$ cat src/hw/rtl/bbt_pkg.sv
// Shared types and constants for the box bounds transform block.
// Holds lane formats, channel payloads and the product bundle between stages.
// No dependencies.
package bbt_pkg;

   localparam int LANE_W   = 16;
   localparam int LANES    = 3;
   localparam int PACK_W   = LANE_W * LANES;
   localparam int PROD_W   = 2 * LANE_W;
   localparam int FRAC_SH  = 14;

   typedef logic [LANE_W-1:0] lane_type;
   typedef logic [PROD_W-1:0] prod_type;

   typedef struct packed {
      logic [PACK_W-1:0] box_center;
      logic [PACK_W-1:0] box_half;
      logic [PACK_W-1:0] matrix_row_x;
      logic [PACK_W-1:0] matrix_row_y;
      logic [PACK_W-1:0] matrix_row_z;
      logic [PACK_W-1:0] translation;
   } req_type;

   typedef struct packed {
      logic [PACK_W-1:0] world_center;
      logic [PACK_W-1:0] world_half;
      logic              saturated;
   } rsp_type;

   // products indexed [row][column]: row is the corner axis, column the world axis
   typedef struct packed {
      prod_type [LANES-1:0][LANES-1:0] cprod;
      prod_type [LANES-1:0][LANES-1:0] hprod;
      lane_type [LANES-1:0]            trans;
   } prod_set_type;

endpackage

$ cat src/hw/rtl/bbt_sum_stage.sv
// Sum stage: adds products per world axis, rounds to Q8.8, clamps, flags.
// Center uses signed sums, half extents sum magnitudes. Depends on bbt_pkg.
module bbt_sum_stage (
   input  logic                  clock,
   input  logic                  reset,
   input  logic                  in_valid,
   output logic                  in_ready,
   input  bbt_pkg::prod_set_type in_data,
   output logic                  out_valid,
   input  logic                  out_ready,
   output bbt_pkg::rsp_type      out_data
);
   import bbt_pkg::*;

   localparam int CSUM_W = PROD_W + 2;
   localparam int HSUM_W = PROD_W + 1;
   localparam int CQ_W   = CSUM_W - FRAC_SH;
   localparam int HQ_W   = HSUM_W - FRAC_SH;

   logic signed [CSUM_W-1:0] csum [LANES];
   logic signed [CSUM_W-1:0] crnd [LANES];
   logic        [HSUM_W-1:0] hsum [LANES];
   logic        [HSUM_W-1:0] hrnd [LANES];
   logic        [CQ_W-1:0]   cq   [LANES];
   logic        [HQ_W-1:0]   hq   [LANES];
   logic [LANES-1:0][LANES-1:0][PROD_W-1:0] habs;
   logic [LANES-1:0]         csat;
   logic [LANES-1:0]         hsat;

   logic    valid_ff;
   logic    valid_in;
   rsp_type rsp_ff;
   rsp_type rsp_in;

   always_comb begin
      for (int i = 0; i < LANES; i++) begin
         for (int j = 0; j < LANES; j++) begin
            habs[i][j] = in_data.hprod[i][j][PROD_W-1] ? (~in_data.hprod[i][j] + 1'b1)
                                                         : in_data.hprod[i][j];
         end
      end
   end

   always_comb begin
      rsp_in = '0;
      for (int j = 0; j < LANES; j++) begin
         csum[j] = $signed({{(CSUM_W-LANE_W-FRAC_SH){in_data.trans[j][LANE_W-1]}},
                            in_data.trans[j], {FRAC_SH{1'b0}}})
                 + $signed({{2{in_data.cprod[0][j][PROD_W-1]}}, in_data.cprod[0][j]})
                 + $signed({{2{in_data.cprod[1][j][PROD_W-1]}}, in_data.cprod[1][j]})
                 + $signed({{2{in_data.cprod[2][j][PROD_W-1]}}, in_data.cprod[2][j]});
         crnd[j] = csum[j] + $signed(CSUM_W'(1) << (FRAC_SH - 1));
         cq[j]   = crnd[j][CSUM_W-1:FRAC_SH];
         csat[j] = (cq[j][CQ_W-1:LANE_W-1] != {(CQ_W-LANE_W+1){1'b0}})
                && (cq[j][CQ_W-1:LANE_W-1] != {(CQ_W-LANE_W+1){1'b1}});

         hsum[j] = {1'b0, habs[0][j]} + {1'b0, habs[1][j]} + {1'b0, habs[2][j]};
         hrnd[j] = hsum[j] + (HSUM_W'(1) << (FRAC_SH - 1));
         hq[j]   = hrnd[j][HSUM_W-1:FRAC_SH];
         hsat[j] = |hq[j][HQ_W-1:LANE_W-1];

         if (csat[j]) begin
            rsp_in.world_center[LANE_W*j +: LANE_W] =
               cq[j][CQ_W-1] ? {1'b1, {(LANE_W-1){1'b0}}} : {1'b0, {(LANE_W-1){1'b1}}};
         end else begin
            rsp_in.world_center[LANE_W*j +: LANE_W] = cq[j][LANE_W-1:0];
         end

         if (hsat[j]) begin
            rsp_in.world_half[LANE_W*j +: LANE_W] = {1'b0, {(LANE_W-1){1'b1}}};
         end else begin
            rsp_in.world_half[LANE_W*j +: LANE_W] = hq[j][LANE_W-1:0];
         end
      end
      rsp_in.saturated = (|csat) || (|hsat);
   end

   assign in_ready = !valid_ff || out_ready;
   assign valid_in = in_ready ? in_valid : valid_ff;

   always_ff @(posedge clock) begin
      if (reset) begin
         valid_ff <= 1'b0;
      end else begin
         valid_ff <= valid_in;
      end
   end

   always_ff @(posedge clock) begin
      if (in_ready && in_valid) begin
         rsp_ff <= rsp_in;
      end
   end

   assign out_valid = valid_ff;
   assign out_data  = rsp_ff;

endmodule

$ cat config.mk
export PLATFORM = sky130hd
export DESIGN_NAME = bbt_sum_stage
export DESIGN_NICKNAME = d
export VERILOG_FILES = /design/src/hw/rtl/bbt_pkg.sv /design/src/hw/rtl/bbt_sum_stage.sv
export SDC_FILE = /design/constraint.sdc
export NUM_CORES = 1
export LEC_CHECK = 0
export CELL_PAD_IN_SITES_DETAIL_PLACEMENT = 0
export CELL_PAD_IN_SITES_GLOBAL_PLACEMENT = 1
export CORE_AREA = 5 5 283 285
export CTS_CLUSTER_DIAMETER = 200
export DETAILED_ROUTE_END_ITERATION = 6
export DIE_AREA = 0 0 288 290
export DONT_BUFFER_PORTS = 1
export PLACE_DENSITY_LB_ADDON = 0.1
export SKIP_CTS_REPAIR_TIMING = 1
export SLEW_MARGIN = 20
export SYNTH_ARGS = -nofsm -noshare
export SYNTH_HDL_FRONTEND = slang
export SYNTH_SLANG_ARGS = --single-unit
$ cat constraint.sdc
create_clock -name clock -period 18.72 [get_ports clock]
set_input_delay 3.744 -clock clock [delete_from_list [all_inputs] [get_ports clock]]
set_output_delay 3.744 -clock clock [all_outputs]
set_load 0.02 [all_outputs]
After elaboration in Yosys (flattened, before gate mapping)
Cells that the tools add are included.
- memories: 0
- output and inout port bits: 99
- memory bits (read-only): 0
- word-level logic and storage cells: 78
- input port bits: 628
- latch bits: 0
- memory bits (writable): 0
- register bits: 98
- shifts and indexed selects: 0
- reduce and logical (&&, ||, !) cells: 15
- add/subtract/negate cells: 30
- eq/ne operators: 3
- div/mod/pow operators: 0
- $mul: 0
- magnitude comparators: 0
- multiplexer cells: 15
- bitwise operators: 9
- operator list (operator ; number):
    $add 32x1->32 const B ; 9
    $mux 32 ; 9
    $not 32->32 ; 9
    $add 33x32->34 ; 3
    $add 34x15->34 const B ; 3
    $add 34x32->34 ; 3
    $add 30x32->33 ; 3
    $add 32x32->33 ; 3
    $add 33x14->33 const B ; 3
    $add 33x32->33 ; 3
    $mux 16 ; 6
    $ne 5x5->1 const B ; 3
    $reduce_bool 5->1 ; 3
    $reduce_or 12->1 ; 1
    $reduce_or 4->1 ; 3
    $logic_and 1x1->1 ; 4
    $reduce_or 3->1 ; 1
    $logic_or 1x1->1 ; 2
    $logic_not 1->1 ; 1

Depth between registers and ports, before layout
Gate-level depths: netlist (run 1).
- depth after elaboration: 8
- depth in mapped cells: 26

Worst setup path before layout (run 1)
No wires, ideal clock.
- path kind: input to register
- start point: input port in_data[115] (netlist name)
- end point: register rsp_ff, in the netlist out_data[0], data pin
- path slack: 8829 ps
- buffers on the path: 2
- setup time: 288 ps
- arrival time: 9603 ps
- stages: 25
- cell sequence: or4_1 > or2_2 > nor3_1 > nand2b_1 > or3_1 > or4_1 > or2_2 > o31ai_1 > xor2_1 > fa_1 > inv_1 > ha_1 > ha_1 > clkbuf_1 > a21o_1 > a21o_1 > a21oi_1 > o21a_1 > o22ai_1 > a21oi_1 > o311ai_0 > or4_1 > clkbuf_1 > nor4b_1 > nand4_1
- RTL lines (item ; line ; RTL):
    start: declaration ; bbt_sum_stage.sv:8 ; input bbt_pkg::prod_set_type in_data,
    end signal: assignment ; bbt_sum_stage.sv:91 ; rsp_ff <= rsp_in;
    end: declaration ; bbt_sum_stage.sv:32 ; rsp_type rsp_ff;

Final worst setup path (run 1)
- start point: input port in_data[243] (netlist name)
- end point: register rsp_ff, in the netlist out_data[10], data pin
- longest elaborated chain between the ends: 6
- ends and longest elaborated chain (item ; line ; RTL):
    $not 32->32 ; bbt_sum_stage.sv:38 ; habs[i][j] = in_data.hprod[i][j][PROD_W-1] ? (~in_data.hprod[i][j] + 1'b1)
    $add 32x1->32 ; bbt_sum_stage.sv:38 ;
    $mux 32 (*) ; bbt_sum_stage.sv:38 ;
    $add 33x32->33 (*) ; bbt_sum_stage.sv:57 ; hsum[j] = {1'b0, habs[0][j]} + {1'b0, habs[1][j]} + {1'b0, habs[2][j]};
    $add 33x14->33 (*) ; bbt_sum_stage.sv:58 ; hrnd[j] = hsum[j] + (HSUM_W'(1) << (FRAC_SH - 1));
    $reduce_or 4->1 ; bbt_sum_stage.sv:60 ; hsat[j] = |hq[j][HQ_W-1:LANE_W-1];
Every way passes the cells marked *; elsewhere a longest branch is shown, timed or not.
A chain may end at the register's enable or synchronous reset.

==> results of run 1 <==
==> metal layers <==
metal	up-vias	routed length (um)	GRT usage, %
li1	8681	-	-
met1	8634	31600	21.3
met2	567	41200	34.0
met3	97	6920	6.30
met4	0	2670	5.58
met5	-	0	0
==> synthesized netlist by cell type (all sizes together), types with 13 or more instances <==
master / n
a211oi: 16
a21o: 99
a21oi: 135
clkbuf: 54
edfxtp: 97
fa: 243
ha: 318
inv: 120
nand2: 167
nand2b: 35
nand3: 43
nand4: 35
nor2: 61
nor2b: 14
nor3: 27
nor4: 13
o21a: 14
o21ai: 164
o21bai: 27
o31ai: 74
o41ai: 37
or2: 15
or3: 47
or4: 54
xnor2: 241
xor2: 123
==> worst max-delay path: cells and delay by family <==
kind | cells | cell delay [ns]
compound gates | 5 | 1.37
xor+xnor | 1 | 0.11
fa+ha+maj | 3 | 1.13
buf+inv | 1 | 0.04
mux | 1 | 0.18
simple gates | 12 | 3.77
==> registers in the layout, summed over array words and instances, names as in the netlist <==
name and cells:
out_data 97, out_valid 1
==> where the power goes <==
part           leakage, nW  switching, mW  internal (mW)
Sequential           0.847          0.166          0.371
Combinational         8.50           1.03          0.769
Clock                0.156          0.100          0.119
==> how the worst max path moves through the flow <==
| stage | endpoint | slack [ns] | depth (start not counted) |
|---|---|---|---|
| 2_1_floorplan | out_data[0]$_DFFE_PP_ | 8.83 | 25 |
| 3_3_place_gp | out_data[0]$_DFFE_PP_ | 8.18 | 23 |
| 3_5_place_dp | out_data[10]$_SDFFCE_PP1P_ | 8.07 | 23 |
| 4_1_cts | out_data[10]$_SDFFCE_PP1P_ | 8.49 | 23 |
| 5_1_grt | out_data[10]$_SDFFCE_PP1P_ | 7.93 | 23 |
| 6_report | out_data[10]$_SDFFCE_PP1P_ | 8.44 | 23 |
==> through the flow <==
stage	instances	worst slack (ns)	area (um^2)	hold WS, ns
after global routing	3397	7.93	24300	0.847
after floorplan	2392	8.83	22800	0.729
after global placement	3381	8.18	24000	0.774
after detailed placement	3381	8.07	24000	0.783
after CTS	3397	8.49	24300	0.794
final	3398	8.44	24300	0.785
==> logic make-up (layout without fill, tap and decap cells) <==
family | count (synthesis) | after routing
muxes | 3 | 3
other | 1 | 4
buffers and inverters | 175 | 140
and+or+nand+nor | 550 | 550
xor gates and xnor gates | 364 | 364
DFF | 98 | 98
AOI/OAI and AO/OA | 638 | 638
adders and majority gates | 561 | 561
==> cell type report <==
| cell class | instances | area [um^2] | area share [%] |
|---|---|---|---|
| sequential | 98 | 2930 | 12.1 |
| timing repair buffer | 4 | 30.0 | 0.124 |
| clock buffer | 9 | 225 | 0.926 |
| tap | 1040 | 1300 | 5.35 |
| multi-input combinational | 2119 | 19300 | 79.2 |
| clock inverter | 7 | 103 | 0.422 |
| antenna | 1 | 2.50 | 0.0103 |
| inverter | 120 | 450 | 1.85 |
==> summary.md, run 1 <==
| Metric | Value |
|---|---|
| Xor/xnor cell area share of the yosys netlist | 14.0% |
| Ys async rst share | 0% |
| Crit path DAT | around 10 ns |
| Post-route ant nets | 0 |
| Cells on worst reg2reg path | 3 |
| Layout Utilization | 31.5% |
| Simple-gate share of the synthesized area | 13.0% |
| Nets | 3541 |
| Largest fanout on the critical path | 15 |
| Routed len/inst | 24.2 um |
| Setup Total Neg Slack | 0 ns |
| Synth top area cells | fa_1 (21%), ha_1 (17%), edfxtp_1 (13%) |
| Max-cap violations | 0 |
| Root Driver | clkbuf_16 |
| IO Pins | 727 |
| Yosys cell types | 70 |
| Drt total wl | 82.4 mm |
| Commonest non-fill, non-tap cell in the layout | ha_1 |
| Max_slew headroom | roughly a third |
| Reg2reg end | out_data[18]$_SDFFCE_PP1P_ |
| Worst Hold Class | flop to flop |
| GPL Wtd Cong | about 0.90 |
| Total die area | 0.0835 mm^2 |
| Critical Path Source Type | input port |
| Global-route wire length before repair | 121 mm |
| Crit path launch | in_data[243] |
| # rows | 102 |
| Status | finished, final reports clean |
| Max clock buf depth | 2 |
| CP Cell Sequence | or4_4, or3_4, or3_1, or4_1, or4_1, or3_1, nand2b_1, o21ai_1, xor2_1, fa_1, inv_1, ha_1, ha_1, nand2_1, a21oi_1, a221oi_1, nor4b_1, nor3b_1, nor2_1, mux2_2, nand3_1, a21oi_2, o21ai_0 |
| Synth Area in Compound Gates | 18.4% |
| Max stage delay on crit path | 0.54 ns |
| Synth top area share | 21.3% |
| VDD IR-drop max | 0.0000459 V |
| P&R area growth vs syn | 6.58% |
| PortBufs | 0 |
| # DRC | 0 |
| Most frequent cells in the layout | ha_1 (318), fa_1 (243), xnor2_1 (241), nand2_1 (167), o21ai_0 (161) |
| FILL cells | around 8100 |
| Via count | around 18000 |
| Slew Viols, Final | 0 |
| GRT Total Usage | 19.0% |
| Vias in the first global route | 19100 |
| Final hold viol count | 0 |
| Min Tclk post-route | ~10 ns |
| CP required | ~19 ns |
| Core footprint | slightly below 0.08 mm^2 |
| Initial antenna violation count | 1 |
| CTS sink count | 98 |
| Pin count of the biggest net entering global routing | 50 |
| Hold path cells | 2 |
| Layout cells sized above 1 | under 10% |
| Syn Std Cell Area | 0.0228 mm^2 |
| Detailed placement HPWL | 74.4 mm |
| Commonest register cell after synthesis | edfxtp_1 |
| Overall Power | 2.55 mW |
| DRT Pass-1 Iters | 5 |
| Number of H-tree levels | 3 |
| Hold Startpoint | out_valid$_SDFFE_PP0N_ |
| Post-Route Skew | 0.0145 ns |
| Fmax | 97.3 MHz |
| Mapped Cells | 2390 |
| Final setup vio count | 0 |
| RSZ-0062 raised after global routing | no |
| Setup CP Type | input port to flop |
| Worst slew pin tran | between 1 and 1.5 ns |
| Ys Warns | 0 |
| Gr ovfl total | 0 |
| Critical path's slowest cell | or4_4 |
| Worst setup EP type | flop |
| Clock latency on the worst-skew pair | 0.39 ns |
| Starting Density | between 20 and 30% |
| Multiplexer area fraction after synthesis | 0.137% |
| DR iter-0 viols | ~740 |
| Tcrit/Tclk final | 54.9% |
| Pleak | about 9.5 nW |
| Die Width | 288 um |
| Adder-Cell Fraction of Synth Area | 38.8% |
| Post-synth EDFFs | 97 |
| TritonCTS clock tree | yes |
| Worst-path clk slew | 0.07 ns |
| Worst reg2reg path startpoint | out_valid$_SDFFE_PP0N_ |
| Hold Path Sink | out_valid$_SDFFE_PP0N_ |
| PwrDens | about 100 mW/mm^2 |
| Reg2Reg Setup Slack | 16.20 ns |
| Cts bufs inserted | 9 |
| Seq/Total Area, Yosys | about an eighth |
| Mean post-synth cell area | 9.54 um^2 |
| Flops & latches, synth | 98 |
| Die height | 290 um |
| Dominant cell type by area after synthesis | fa_1 |
| Main combinational cell family by area after synthesis | adder cells |
| Vias per inst | 5.29 |
No activity file was read; power rests on OpenSTA's default activity.
==> run 2: changes to the inputs <==
--- a/config.mk
+++ b/config.mk
@@ -5,12 +5,13 @@
 export SDC_FILE = /design/constraint.sdc
 export NUM_CORES = 1
 export LEC_CHECK = 0
+export ABC_AREA = 1
 export CELL_PAD_IN_SITES_DETAIL_PLACEMENT = 0
 export CELL_PAD_IN_SITES_GLOBAL_PLACEMENT = 1
-export CORE_AREA = 5 5 283 285
+export CORE_AREA = 5 5 282 284
 export CTS_CLUSTER_DIAMETER = 200
 export DETAILED_ROUTE_END_ITERATION = 6
-export DIE_AREA = 0 0 288 290
+export DIE_AREA = 0 0 287 289
 export DONT_BUFFER_PORTS = 1
 export PLACE_DENSITY_LB_ADDON = 0.1
 export SKIP_CTS_REPAIR_TIMING = 1
==> constraint.sdc (replaced) <==
create_clock -name clock -period 9.2 [get_ports clock]
set_input_delay 1.84 -clock clock [delete_from_list [all_inputs] [get_ports clock]]
set_output_delay 1.84 -clock clock [all_outputs]
set_load 0.02 [all_outputs]
==> run 2 against run 1 <==
Against the previous run:
- global-route usage rose by 2.7 points
- clock skew fell by 0.0066 ns
- die area fell by 0.69%
- count of clock-buffer cells in the layout rose by 1
- non-clock buffer count fell by 2
- largest cell class unchanged
==> summary.md, run 2 <==
| Metric | Value |
|---|---|
| Overall Power | slightly above 6 mW |
| Reg2Reg Setup Slack | 6.91 ns |
| Largest register FFs | between 90 and 100 |
| Adder-Cell Fraction of Synth Area | 32.3% |
| Number of H-tree levels | 3 |
| Final hold viol count | 0 |
| Detailed placement HPWL | 85.1 mm |
| # diodes | 0 |
| Cells on worst reg2reg path | 3 |
| Xor/xnor cell area share of the yosys netlist | 10.4% |
| Multiplexer area fraction after synthesis | 0% |
| Die height | 289 um |
| Worst setup EP type | flop |
| Worst Hold Class | flop to flop |
| Setup Total Neg Slack | 0 ns |
| Mean post-synth cell area | approximately 7.0 um^2 |
| # rows | 102 |
| Ys Warns | 0 |
| Ys async rst share | 0% |
| Max_slew headroom | between 40% and 50% |
| DR iter-0 viols | 1086 |
| Mapped Cells | 3881 |
| Main combinational cell family by area after synthesis | adder cells |
| Synth Area in Compound Gates | roughly a tenth |
| Pleak | 13.7 nW |
| Hold slack | 0.798 ns |
| FILL cells | about 8400 |
| Post-route setup slack | ~2.6 ns |
| Nets | 5051 |
| Slew Viols, Final | 0 |
| Flops & latches, synth | 98 |
| Yosys cell types | 56 |
| Post-route ant nets | 0 |
| Switching share of power | 57.5% |
| # DRC | 0 |
| Pre-CTS setup slack | 2.20 ns |
| CP required | 9.33 ns |
| Drt total wl | just over 90 mm |
| Post-synth EDFFs | 97 |
| IO Pins | 727 |
| Tcrit/Tclk final | 71.5% |
| Vias per inst | approximately 4.9 |
| Commonest non-fill, non-tap cell in the layout | nand2_1 |
| Crit path DAT | 6.71 ns |
| Via count | about 24000 |
| Total die area | 0.0829 mm^2 |
| Gr ovfl total | 0 |
| PwrDens | 212 mW/mm^2 |
| Layout cells sized above 1 | 3.80% |
| Synth top area cells | fa_1 (18%), ha_1 (15%), nand2_1 (13%) |
| Setup CP Type | input port to flop |
| Core footprint | 0.0768 mm^2 |
| Routed len/inst | 19.0 um |
| Seq/Total Area, Yosys | 10.7% |
| Max-cap violations | 0 |
| Global-route wire length before repair | 141 mm |
| TritonCTS clock tree | yes |
| Simple-gate share of the synthesized area | roughly 28% |
| Cts bufs inserted | 9 |
| Vias in the first global route | about 25000 |
| CTS sink count | 98 |
| Starting Density | 35.6% |
| Synth top area share | between 15 and 20% |
| Most instantiated library cell after synthesis | nand2_1 |
| Switching pwr | 3.51 mW |
| Int Pwr | around 2.6 mW |
| DRT Pass-1 Iters | 5 |
| Flop pwr share | 18.6% |
| PortBufs | 0 |
| Commonest register cell after synthesis | edfxtp_1 |
| Most frequent cells in the layout | nand2_1 (982), inv_1 (548), nor2_1 (439), ha_1 (318), fa_1 (243) |
| Pin count of the biggest net entering global routing | 61 |
| Dominant cell type by area after synthesis | fa_1 |
| Die Width | around 290 um |
| Post-Route Skew | 0.00789 ns |
| Root Driver | clkbuf_16 |
| Clock latency on the worst-skew pair | 0.39 ns |
| Max clock buf depth | 2 |
| Min Tclk post-route | 6.57 ns |
| Hold Path Sink | out_valid$_SDFFE_PP0N_ |
| Clk pwr share | under 10% |
| GRT Total Usage | between 20% and 30% |
| Worst slew pin tran | roughly 0.9 ns |
| Worst-path clk slew | 0.08 ns |
| Critical Path Source Type | input port |
| Status | finished, final reports clean |
| Worst reg2reg path startpoint | out_valid$_SDFFE_PP0N_ |
| VDD IR-drop max | 0.000101 V |
| GPL Wtd Cong | 0.901 |
| Initial antenna violation count | 2 |
| Fmax | 152 MHz |
| Hold Startpoint | out_valid$_SDFFE_PP0N_ |
| Comb pwr share | 74.9% |
| Top post-synthesis cells by count | nand2_1 (982), inv_1 (548), nor2_1 (439) |
| P&R area growth vs syn | 5.28% |
| Hold path cells | 2 |
| RSZ-0062 raised after global routing | no |
| Largest fanout on the critical path | 11 |
| Final setup vio count | 0 |
| Reg2reg end | out_data[25]$_SDFFCE_PP1P_ |
| Syn Std Cell Area | about 0.027 mm^2 |
## run 2: cell types whose count changed after synthesis, sizes merged, moves of 97 or more
| cell | before | now |
|---|---|---|
| xnor2 | 241 | 135 |
| nand3 | 43 | 169 |
| inv | 120 | 549 |
| nand2 | 167 | 995 |
| a21oi | 135 | 232 |
| nor2 | 61 | 456 |
## run 2: cell families after synthesis
kind of cell,after synthesis
AOI/OAI and AO/OA,486
xor gates and xnor gates,325
adders and majority gates,561
buffers and inverters,585
DFF,98
other,1
and+or+nand+nor,1825
## run 2: layout make-up
cell class,count,area (um^2),area share [%]
clock buffer,10,229,0.795
inverter,551,2070,7.18
multi-input combinational,3200,22200,77.1
timing repair buffer,2,15.0,0.0521
sequential,98,2930,10.2
clock inverter,6,57.6,0.200
tap,1040,1300,4.52
## run 2: how the worst max path moves through the flow
| stage | to | startpoint | cells after the start |
|---|---|---|---|
| after detailed placement | out_data[0]$_DFFE_PP_ | in_data[305] | 31 |
| after global placement | out_data[0]$_DFFE_PP_ | in_data[305] | 31 |
| after floorplan | out_data[0]$_DFFE_PP_ | in_valid | 2 |
| after CTS | out_data[0]$_DFFE_PP_ | in_data[305] | 31 |
| after global routing | out_data[26]$_SDFFCE_PP1P_ | in_data[81] | 27 |
| final | out_data[26]$_SDFFCE_PP1P_ | in_data[81] | 27 |
## run 2: per-stage QoR
step	utilization (%)	instance area, um^2	std cells
after floorplan	-	27400	3883
after global placement	37.1	28500	4891
after detailed placement	37.1	28500	4891
after CTS	37.5	28800	4907
after global routing	37.5	28800	4907
final	37.5	28800	4907
## run 2: power by group through the flow
stage | clock network, mW | logic, mW | registers [mW]
after floorplan | 0 | 3.44 | 1.01
after global placement | 0 | 4.64 | 1.15
after detailed placement | 0 | 4.59 | 1.15
after CTS | 0.428 | 4.63 | 1.14
after global routing | 0.436 | 5.27 | 1.15
final | 0.402 | 4.57 | 1.13
## run 2: layer usage
layer / wire length [um] / vias up / global-route usage (%)
li1: - / 12500 / -
met1: 41300 / 10900 / 28.3
met2: 44000 / 570 / 37.2
met3: 6300 / 70 / 4.97
met4: 1470 / 4 / 3.98
met5: 34 / - / 0
## run 2: critical path: stages
cell and delay (ns):
inv_1 0.08, ha_1 0.15, inv_1 0.06, nor3_2 0.16
nand2_1 0.13, nor3_2 0.29, nand3_2 0.21, o31ai_4 0.28
o21ai_1 0.16, nor2_1 0.14, xor2_1 0.10, fa_1 0.55
inv_1 0.05, ha_1 0.29, ha_1 0.40, inv_1 0.09
nor3_1 0.28, nand2_1 0.11, nor2_1 0.10, nand2_1 0.07
nand3_1 0.09, nand2_1 0.06, inv_1 0.05, nand2_1 0.05
nor2_2 0.40, inv_1 0.20, or2_2 0.32
